**src/design/ps2mc_cursor_core.sv**
```systemverilog
// No modules; the cursor datapath is in ps2mc_cursor.sv.
`default_nettype none
`default_nettype wire

```
**src/design/ps2mc_pkg.sv**
```systemverilog
// Shared types and constants for the PS/2 mouse packet cursor block.
`default_nettype none
package ps2mc_pkg;

  localparam int COORD_BITS_DEF = 12;

  localparam int SIZE_BITS = 13;
  localparam int GAIN_BITS = 4;
  localparam int CFG_INDEX_BITS = 2;

  // Configuration register indexes
  localparam logic [CFG_INDEX_BITS-1:0] REG_SCREEN_WIDTH  = 2'd0;
  localparam logic [CFG_INDEX_BITS-1:0] REG_SCREEN_HEIGHT = 2'd1;
  localparam logic [CFG_INDEX_BITS-1:0] REG_MOTION_GAIN   = 2'd2;

  localparam logic [SIZE_BITS-1:0] SCREEN_WIDTH_RESET  = 13'd800;
  localparam logic [SIZE_BITS-1:0] SCREEN_HEIGHT_RESET = 13'd600;
  localparam logic [GAIN_BITS-1:0] MOTION_GAIN_RESET   = 4'd2;

  localparam int POS_X_RESET = 400;
  localparam int POS_Y_RESET = 300;

  // Header byte fields
  localparam logic [7:0] HDR_SYNC  = 8'h08;
  localparam logic [7:0] HDR_OVF   = 8'hC0;
  localparam logic [7:0] HDR_XSIGN = 8'h10;
  localparam logic [7:0] HDR_YSIGN = 8'h20;

  typedef struct packed {
    logic [SIZE_BITS-1:0] screen_width;
    logic [SIZE_BITS-1:0] screen_height;
    logic [GAIN_BITS-1:0] motion_gain;
  } cfg_t;

  // One framed, non-overflowed packet, present for one cycle
  typedef struct packed {
    logic              valid;
    logic signed [8:0] dx;
    logic signed [8:0] dy;
    logic [2:0]        buttons;
  } pkt_t;

endpackage
`default_nettype wire

```
**src/design/ps2mc_if.sv**
```systemverilog
// Channel interfaces: received bytes, cursor results and configuration writes.
`default_nettype none
interface ps2mc_byte_if;
  logic       valid;
  logic       ready;
  logic [7:0] rx_byte;
  modport source (output valid, output rx_byte, input ready);
  modport sink (input valid, input rx_byte, output ready);
endinterface

interface ps2mc_cursor_if #(
  parameter int COORD_BITS = ps2mc_pkg::COORD_BITS_DEF
);
  logic                  valid;
  logic                  ready;
  logic [COORD_BITS-1:0] cursor_x;
  logic [COORD_BITS-1:0] cursor_y;
  logic [2:0]            buttons;
  modport source (output valid, output cursor_x, output cursor_y, output buttons, input ready);
  modport sink (input valid, input cursor_x, input cursor_y, input buttons, output ready);
endinterface

interface ps2mc_cfg_if;
  logic                                valid;
  logic                                ready;
  logic [ps2mc_pkg::CFG_INDEX_BITS-1:0] index;
  logic [ps2mc_pkg::SIZE_BITS-1:0]      data;
  modport source (output valid, output index, output data, input ready);
  modport sink (input valid, input index, input data, output ready);
endinterface
`default_nettype wire

```
**src/design/ps2_mouse_packet_cursor_core.sv**
```systemverilog
// PS/2 mouse packet decoder: frames received bytes into three-byte packets, skips
// bytes without the sync bit where a packet should start, drops packets with an
// overflow bit, scales the X/Y deltas by the motion gain and moves a cursor clamped
// to the configured screen (Y grows downward). Accepts one byte per clock cycle
// unless stalled; each byte sits in the input register and the single update stage
// loads the result register from it once that register is free, so a result is
// presented after its third byte has passed through the input register. The result
// register frees up in the same cycle it is taken, so stalls only hold bytes when a
// finished result is still waiting. Configuration writes take effect on the next
// packet; the stored position is clamped to a new screen size only then.
`default_nettype none
module ps2_mouse_packet_cursor_core #(
  parameter int COORD_BITS = ps2mc_pkg::COORD_BITS_DEF
) (
  input  wire logic      clk,
  input  wire logic      rst,
  ps2mc_byte_if.sink     rx,
  ps2mc_cursor_if.source res,
  ps2mc_cfg_if.sink      cfg
);

  ps2mc_pkg::cfg_t regs;
  ps2mc_pkg::pkt_t pkt;
  logic            take;

  ps2mc_cfg u_cfg (
    .clk  (clk),
    .rst  (rst),
    .cfg  (cfg),
    .regs (regs)
  );

  ps2mc_frame u_frame (
    .clk  (clk),
    .rst  (rst),
    .rx   (rx),
    .take (take),
    .pkt  (pkt)
  );

  ps2mc_cursor #(
    .COORD_BITS (COORD_BITS)
  ) u_cursor (
    .clk  (clk),
    .rst  (rst),
    .regs (regs),
    .pkt  (pkt),
    .take (take),
    .res  (res)
  );

endmodule
`default_nettype wire

```
**src/design/ps2mc_cfg.sv**
```systemverilog
// Configuration registers: screen size and motion gain.
`default_nettype none
module ps2mc_cfg (
  input  wire logic        clk,
  input  wire logic        rst,
  ps2mc_cfg_if.sink        cfg,
  output ps2mc_pkg::cfg_t  regs
);

  assign cfg.ready = 1'b1;

  always_ff @(posedge clk) begin
    if (rst) begin
      regs.screen_width  <= ps2mc_pkg::SCREEN_WIDTH_RESET;
      regs.screen_height <= ps2mc_pkg::SCREEN_HEIGHT_RESET;
      regs.motion_gain   <= ps2mc_pkg::MOTION_GAIN_RESET;
    end else if (cfg.valid) begin
      unique case (cfg.index)
        ps2mc_pkg::REG_SCREEN_WIDTH:  regs.screen_width  <= cfg.data;
        ps2mc_pkg::REG_SCREEN_HEIGHT: regs.screen_height <= cfg.data;
        ps2mc_pkg::REG_MOTION_GAIN:   regs.motion_gain   <= cfg.data[ps2mc_pkg::GAIN_BITS-1:0];
        default: ;
      endcase
    end
  end

endmodule
`default_nettype wire

```
**src/design/ps2mc_frame.sv**
```systemverilog
// Input byte register and three-byte packet framer.
`default_nettype none
module ps2mc_frame (
  input  wire logic       clk,
  input  wire logic       rst,
  ps2mc_byte_if.sink      rx,
  input  wire logic       take,
  output ps2mc_pkg::pkt_t pkt
);

  localparam logic [1:0] PH_HEADER = 2'd0;
  localparam logic [1:0] PH_XBYTE  = 2'd1;
  localparam logic [1:0] PH_YBYTE  = 2'd2;

  logic       in_valid;
  logic [7:0] in_byte;
  logic [1:0] phase;
  logic [7:0] header_byte;
  logic [7:0] x_delta_byte;
  logic       adv;

  assign adv      = in_valid && take;
  assign rx.ready = !in_valid || take;

  always_ff @(posedge clk) begin
    if (rst) begin
      in_valid <= 1'b0;
    end else if (rx.ready) begin
      in_valid <= rx.valid;
    end
  end

  always_ff @(posedge clk) begin
    if (rx.ready && rx.valid) begin
      in_byte <= rx.rx_byte;
    end
  end

  always_ff @(posedge clk) begin
    if (rst) begin
      phase        <= PH_HEADER;
      header_byte  <= 8'h00;
      x_delta_byte <= 8'h00;
    end else if (adv) begin
      unique case (phase)
        PH_XBYTE: begin
          x_delta_byte <= in_byte;
          phase        <= PH_YBYTE;
        end
        PH_YBYTE: begin
          phase <= PH_HEADER;
        end
        default: begin
          // only a byte with the sync bit can open a packet
          if ((in_byte & ps2mc_pkg::HDR_SYNC) != 8'h00) begin
            header_byte <= in_byte;
            phase       <= PH_XBYTE;
          end else begin
            phase <= PH_HEADER;
          end
        end
      endcase
    end
  end

  always_comb begin
    pkt.valid   = adv && (phase == PH_YBYTE) && ((header_byte & ps2mc_pkg::HDR_OVF) == 8'h00);
    pkt.dx      = $signed({(header_byte & ps2mc_pkg::HDR_XSIGN) != 8'h00, x_delta_byte});
    pkt.dy      = $signed({(header_byte & ps2mc_pkg::HDR_YSIGN) != 8'h00, in_byte});
    pkt.buttons = header_byte[2:0];
  end

endmodule
`default_nettype wire

```
**src/design/ps2mc_cursor.sv**
```systemverilog
// Cursor position update, clamp and result register.
`default_nettype none
module ps2mc_cursor #(
  parameter int COORD_BITS = ps2mc_pkg::COORD_BITS_DEF
) (
  input  wire logic            clk,
  input  wire logic            rst,
  input  wire ps2mc_pkg::cfg_t regs,
  input  wire ps2mc_pkg::pkt_t pkt,
  output logic                 take,
  ps2mc_cursor_if.source       res
);

  localparam int SUM_BITS = ((COORD_BITS > 13) ? COORD_BITS : 13) + 2;
  localparam int unsigned CAP = 32'd1 << COORD_BITS;

  logic                        out_valid;
  logic [COORD_BITS-1:0]       pos_x;
  logic [COORD_BITS-1:0]       pos_y;
  logic [2:0]                  buttons;
  logic [COORD_BITS-1:0]       lim_x;
  logic [COORD_BITS-1:0]       lim_y;
  logic signed [13:0]          prod_x;
  logic signed [13:0]          prod_y;
  logic signed [SUM_BITS-1:0]  sum_x;
  logic signed [SUM_BITS-1:0]  sum_y;
  logic [COORD_BITS-1:0]       pos_x_next;
  logic [COORD_BITS-1:0]       pos_y_next;

  function automatic logic [COORD_BITS-1:0] limit_of(input logic [ps2mc_pkg::SIZE_BITS-1:0] size);
    logic [COORD_BITS-1:0] lim;
    if (size == '0) begin
      lim = '0;
    end else if (32'(size) > CAP) begin
      lim = '1;
    end else begin
      lim = COORD_BITS'(size - 13'd1);
    end
    return lim;
  endfunction

  function automatic logic [COORD_BITS-1:0] clamp_to(input logic signed [SUM_BITS-1:0] v,
                                                     input logic [COORD_BITS-1:0] hi);
    logic [COORD_BITS-1:0] r;
    if (v < 0) begin
      r = '0;
    end else if (v > SUM_BITS'($signed({1'b0, hi}))) begin
      r = hi;
    end else begin
      r = v[COORD_BITS-1:0];
    end
    return r;
  endfunction

  assign take = !out_valid || res.ready;

  always_comb begin
    lim_x      = limit_of(regs.screen_width);
    lim_y      = limit_of(regs.screen_height);
    prod_x     = pkt.dx * $signed({1'b0, regs.motion_gain});
    prod_y     = pkt.dy * $signed({1'b0, regs.motion_gain});
    // y is inverted so that down is positive
    sum_x      = SUM_BITS'($signed({1'b0, pos_x})) + SUM_BITS'(prod_x);
    sum_y      = SUM_BITS'($signed({1'b0, pos_y})) - SUM_BITS'(prod_y);
    pos_x_next = clamp_to(sum_x, lim_x);
    pos_y_next = clamp_to(sum_y, lim_y);
  end

  always_ff @(posedge clk) begin
    if (rst) begin
      out_valid <= 1'b0;
      pos_x     <= COORD_BITS'(ps2mc_pkg::POS_X_RESET);
      pos_y     <= COORD_BITS'(ps2mc_pkg::POS_Y_RESET);
    end else if (take) begin
      out_valid <= pkt.valid;
      if (pkt.valid) begin
        pos_x <= pos_x_next;
        pos_y <= pos_y_next;
      end
    end
  end

  always_ff @(posedge clk) begin
    if (take && pkt.valid) begin
      buttons <= pkt.buttons;
    end
  end

  // position only moves when a new result is loaded, so it doubles as the payload
  assign res.valid    = out_valid;
  assign res.cursor_x = pos_x;
  assign res.cursor_y = pos_y;
  assign res.buttons  = buttons;

endmodule
`default_nettype wire

```
**src/flat_wrapper.sv**
```systemverilog
// flat-port wrapper written by rule: the top's interface ports become plain ports
module ps2_mouse_packet_cursor_core_flat 
#(
  parameter int COORD_BITS = ps2mc_pkg::COORD_BITS_DEF
)
  (clk, rst, rx_valid, rx_rx_byte, rx_ready, res_valid, res_cursor_x, res_cursor_y, res_buttons, res_ready, cfg_valid, cfg_index, cfg_data, cfg_ready);
  ps2mc_byte_if rx_i ();
  ps2mc_cursor_if #(.COORD_BITS(COORD_BITS)) res_i ();
  ps2mc_cfg_if cfg_i ();
  input  wire logic clk;
  input  wire logic rst;
  input wire logic [$bits(rx_i.valid)-1:0] rx_valid;
  input wire logic [$bits(rx_i.rx_byte)-1:0] rx_rx_byte;
  output wire logic [$bits(rx_i.ready)-1:0] rx_ready;
  output wire logic [$bits(res_i.valid)-1:0] res_valid;
  output wire logic [$bits(res_i.cursor_x)-1:0] res_cursor_x;
  output wire logic [$bits(res_i.cursor_y)-1:0] res_cursor_y;
  output wire logic [$bits(res_i.buttons)-1:0] res_buttons;
  input wire logic [$bits(res_i.ready)-1:0] res_ready;
  input wire logic [$bits(cfg_i.valid)-1:0] cfg_valid;
  input wire logic [$bits(cfg_i.index)-1:0] cfg_index;
  input wire logic [$bits(cfg_i.data)-1:0] cfg_data;
  output wire logic [$bits(cfg_i.ready)-1:0] cfg_ready;
  assign rx_i.valid = rx_valid;
  assign rx_i.rx_byte = rx_rx_byte;
  assign rx_ready = rx_i.ready;
  assign res_valid = res_i.valid;
  assign res_cursor_x = res_i.cursor_x;
  assign res_cursor_y = res_i.cursor_y;
  assign res_buttons = res_i.buttons;
  assign res_i.ready = res_ready;
  assign cfg_i.valid = cfg_valid;
  assign cfg_i.index = cfg_index;
  assign cfg_i.data = cfg_data;
  assign cfg_ready = cfg_i.ready;
  ps2_mouse_packet_cursor_core #(.COORD_BITS(COORD_BITS)) u_core (.clk(clk), .rst(rst), .rx(rx_i), .res(res_i), .cfg(cfg_i));
endmodule
```
**config.mk**
```make
export PLATFORM = sky130hd
export DESIGN_NAME = ps2_mouse_packet_cursor_core_flat
export DESIGN_NICKNAME = d
export VERILOG_FILES = /design/src/design/ps2mc_cursor_core.sv /design/src/design/ps2mc_pkg.sv /design/src/design/ps2mc_if.sv /design/src/design/ps2_mouse_packet_cursor_core.sv /design/src/design/ps2mc_cfg.sv /design/src/design/ps2mc_frame.sv /design/src/design/ps2mc_cursor.sv /design/src/flat_wrapper.sv
export SDC_FILE = /design/constraint.sdc
export NUM_CORES = 1
export LEC_CHECK = 0
export ABC_CLOCK_PERIOD_IN_PS = 9100
export BUFFER_PORTS_ARGS = -buffer_cell sky130_fd_sc_hd__buf_2
export CAP_MARGIN = 10
export CORE_UTILIZATION = 60
export DETAILED_ROUTE_END_ITERATION = 10
export GPL_ROUTABILITY_DRIVEN = 0
export PLACE_DENSITY = 0.78
export SLEW_MARGIN = 10
export SYNTH_ARGS = -nofsm -noshare
export SYNTH_HDL_FRONTEND = slang
export SYNTH_SLANG_ARGS = --single-unit
```
**constraint.sdc**
```tcl
create_clock -name clk -period 9.1 [get_ports clk]
set_input_delay 1.82 -clock clk [delete_from_list [all_inputs] [get_ports clk]]
set_output_delay 1.82 -clock clk [all_outputs]
set_load 0.02 [all_outputs]
```
==> impl_metrics.json <==
{
  "synth_nets": 1173,
  "num-fill-cells": 1156,
  "end_kind": "register",
  "start_util": 0.618,
  "synth_top_family_by_area": "adder cells",
  "dpl.hpwl_um": 14500,
  "wl_um": 18600,
  "num_vias": 6859,
  "internal_power_w": 0.000889,
  "crit_required_ns": 9.38,
  "slowest_delay_ns": 0.72,
  "rsz0062_at_grt": "false",
  "seq_area_frac_synth": 0.218,
  "post-route-min-period_ns": 6.26,
  "clock.fmax_mhz": 160,
  "boundaryPins": 58,
  "hold_buffers": 0,
  "cts_tree": "done",
  "dominantRegCellSynth": "dfxtp_1",
  "startpoint_type": "register",
  "clk_latency_ns": 0.35,
  "outcome": "finished clean",
  "grt_overflow": 0,
  "avgViaCountPerCell": 5.65,
  "area_growth_syn_to_layout_pct": 8.64,
  "wl_per_cell_um": 15.3,
  "hp-class": "reg -> reg",
  "synthArstFlopShare": 0,
  "setup_viol": 0,
  "clock-sinks": 84,
  "comb_power_share": 0.427,
  "drive_above_1_share": 0.0857,
  "layout_commonest_cell": "inv_1",
  "finClkSkew_ns": 0.0117,
  "slew-limit-headroom": 0.249,
  "worstPathMaxFanout": 19,
  "ant_nets": 0,
  "fin_crit_sh": 0.688,
  "switchingPower_w": 0.000529,
  "worst_slew_pin_slew_ns": 1.12,
  "synth-compound-area-share": 0.146,
  "grt_start_max_net_pins": 64,
  "dp.cells": 1198,
  "cts_setup_buffers": 0,
  "syn_area_mm2": 0.00821,
  "core_mm2": 0.0133,
  "synth_warnings": 0,
  "p_per_area_mw_per_mm2": 159,
  "ir_drop_mv": 0.151,
  "pwr-share-clk": 0.279,
  "worstPathArrival_ns": 6.55,
  "p_sw_frac": 0.373,
  "synth_edf_count": 11,
  "root_buffer": "clkbuf_16",
  "syn_area_per_cell_um2": 8.26,
  "p_leak_nw": 4.28,
  "grt_pass1_wl_um": 31500,
  "syn_inst": 994,
  "yosysUniqueCellTypes": 66,
  "antenna_found_initial": 0,
  "row_count": 42,
  "synth_xor_area_frac": 0.0384,
  "final_cell_mix": "inv_1, nand2_1, ha_1",
  "die_w_um": 119,
  "synth-seq-cells": 84,
  "port_buffers": 56,
  "multi_input_area_mm2": 0.00572,
  "total_power_w": 0.00142,
  "maxSlewViolCount": 0,
  "numCtsBuffers": 9,
  "yosys.area_share.simple": 0.198,
  "path_class": "reg -> reg",
  "fin_setup_tns_ns": 0,
  "fp.dieArea_mm2": 0.0142,
  "die_h_um": 119,
  "synthAdderAreaFrac": 0.287,
  "cts.path.max_buffers": 2,
  "antennaDiodeCount": 0,
  "cts_resized": 0,
  "critPathTopFamily": "adder cells",
  "seq_area_mm2": 0.00179,
  "synth.mux.area_fraction": 0.0268,
  "drt_first_pass_iters": 4,
  "grt_pass1_vias": 6571,
  "cap_violations": 0,
  "crit_top_cell": "inv_1",
  "crit_slowest_cell": "dfxtp_1",
  "drc": 0,
  "grt_use_total": 0.280,
  "path_buf_inv": 5,
  "htreeDepth": 3,
  "nets": 1212,
  "clk_pin_slew_ns": 0.07,
  "power_frac_seq": 0.294,
  "finalHoldViolCount": 0,
  "first_iter_violations": 486,
  "stdcell_count": 1214
}
## registers in the layout, indices dropped and copies added, names as in the netlist
register,count
u_core.u_frame.x_delta_byte,8
u_core.u_cursor.res.buttons,3
u_core.u_cursor.res.valid,1
u_core.u_cursor.res.cursor_y,12
u_core.u_cfg.regs,30
u_core.u_cursor.res.cursor_x,12
u_core.u_frame.header_byte,7
u_core.u_frame.in_valid,1
u_core.u_frame.phase,2
u_core.u_frame.in_byte,8
## power groups by stage
stage | clock network (W) | logic [W] | registers (W)
2_1_floorplan | 0 | 0.000468 | 0.000423
3_3_place_gp | 0 | 0.000585 | 0.000424
3_5_place_dp | 0 | 0.000591 | 0.000425
4_1_cts | 0.000400 | 0.000602 | 0.000417
5_1_grt | 0.000415 | 0.000685 | 0.000420
6_report | 0.000395 | 0.000605 | 0.000417
## metrics by stage
step                setup WS (ns)  hold WS (ns)   util  cell area (um^2)
finish                       2.84         0.439  0.671              8920
global route                 2.29         0.448  0.671              8920
CTS                          2.87         0.436  0.671              8920
detailed placement           2.92         0.422  0.647              8600
global placement             3.07         0.416  0.647              8600
floorplan                    3.47         0.408      -              8210
## final timing paths
kind,from,endpoint,slack (ns),cells past startpoint
min,u_core.u_frame.header_byte[0],u_core.u_cursor.res.buttons[0],0.44,0
max reg2reg,u_core.u_cfg.regs[0],u_core.u_cursor.res.cursor_y[10],2.84,25
max,u_core.u_cfg.regs[0],u_core.u_cursor.res.cursor_y[10],2.84,25
min reg2reg,u_core.u_frame.header_byte[0],u_core.u_cursor.res.buttons[0],0.44,0
## final cells by class
type | instances | share of cell area
clock buffers | 12 | 0.0300
clock inverters | 4 | 0.00589
inverters | 154 | 0.0648
multi-input cells | 727 | 0.642
flip-flops and latches | 84 | 0.201
well taps | 176 | 0.0247
repair buffers | 57 | 0.0323
## kinds of logic after synthesis
kind of cell / count (synthesis)
adders and majority gates: 154
DFF: 84
muxes: 21
and+or+nand+nor: 325
xor gates and xnor gates: 36
buffers and inverters: 183
AOI/OAI and AO/OA: 190
other: 1
## worst reg2reg max path: stages (launching register included)
cell,delay (ns)
dfxtp_1,0.72
and2_1,0.23
fa_1,0.42
ha_1,0.28
inv_1,0.05
fa_1,0.53
inv_1,0.05
fa_1,0.50
inv_1,0.05
ha_1,0.34
a21oi_1,0.14
nor2b_1,0.10
nor3b_1,0.29
o21bai_1,0.14
a31o_2,0.27
xnor2_1,0.21
inv_1,0.07
ha_1,0.29
and3_1,0.15
nand3_1,0.10
inv_1,0.06
o31ai_1,0.07
a21oi_1,0.20
a21o_1,0.40
mux2_2,0.39
o21ai_0,0.12
## cells in the mapped netlist, types with 4 or more instances
cell      count  area [um^2]
nand3b_1     12         90.1
xnor2_1      23          201
inv_1       153          574
a21oi_1      62          310
fa_1         58         1160
o31ai_1       5         37.5
clkbuf_1     22         82.6
ha_1         93         1160
dfxtp_1      73         1460
a221oi_1      4         35.0
o211ai_1     13         97.6
mux2i_1      16          160
or3_1         6         37.5
o21a_1        6         45.0
nand2b_1      8         50.1
o21ai_0      38          190
xor2_1       13          114
a31oi_1       6         37.5
nor2b_1      11         68.8
nor2_1       39          146
or4_1         4         30.0
edfxtp_1     11          330
nand2_1     131          492
nor4_1        7         43.8
and2_1       57          357
nor3_1       12         60.1
a21o_1       18          135
and3_1        6         37.5
a211oi_1     14          105
nand4_1       4         25.0
nand3_1      18         90.1
mux2_2        4         45.0
## routing by layer
| metal | vias up | GRT usage | routed length (um) |
|---|---|---|---|
| met1 | 3258 | 0.374 | 8590 |
| li1 | 3386 | - | - |
| met5 | - | 0 | 0 |
| met2 | 184 | 0.454 | 8570 |
| met4 | 0 | 0.0941 | 468 |
| met3 | 31 | 0.0541 | 944 |
Power figures use the tool's default switching activity.
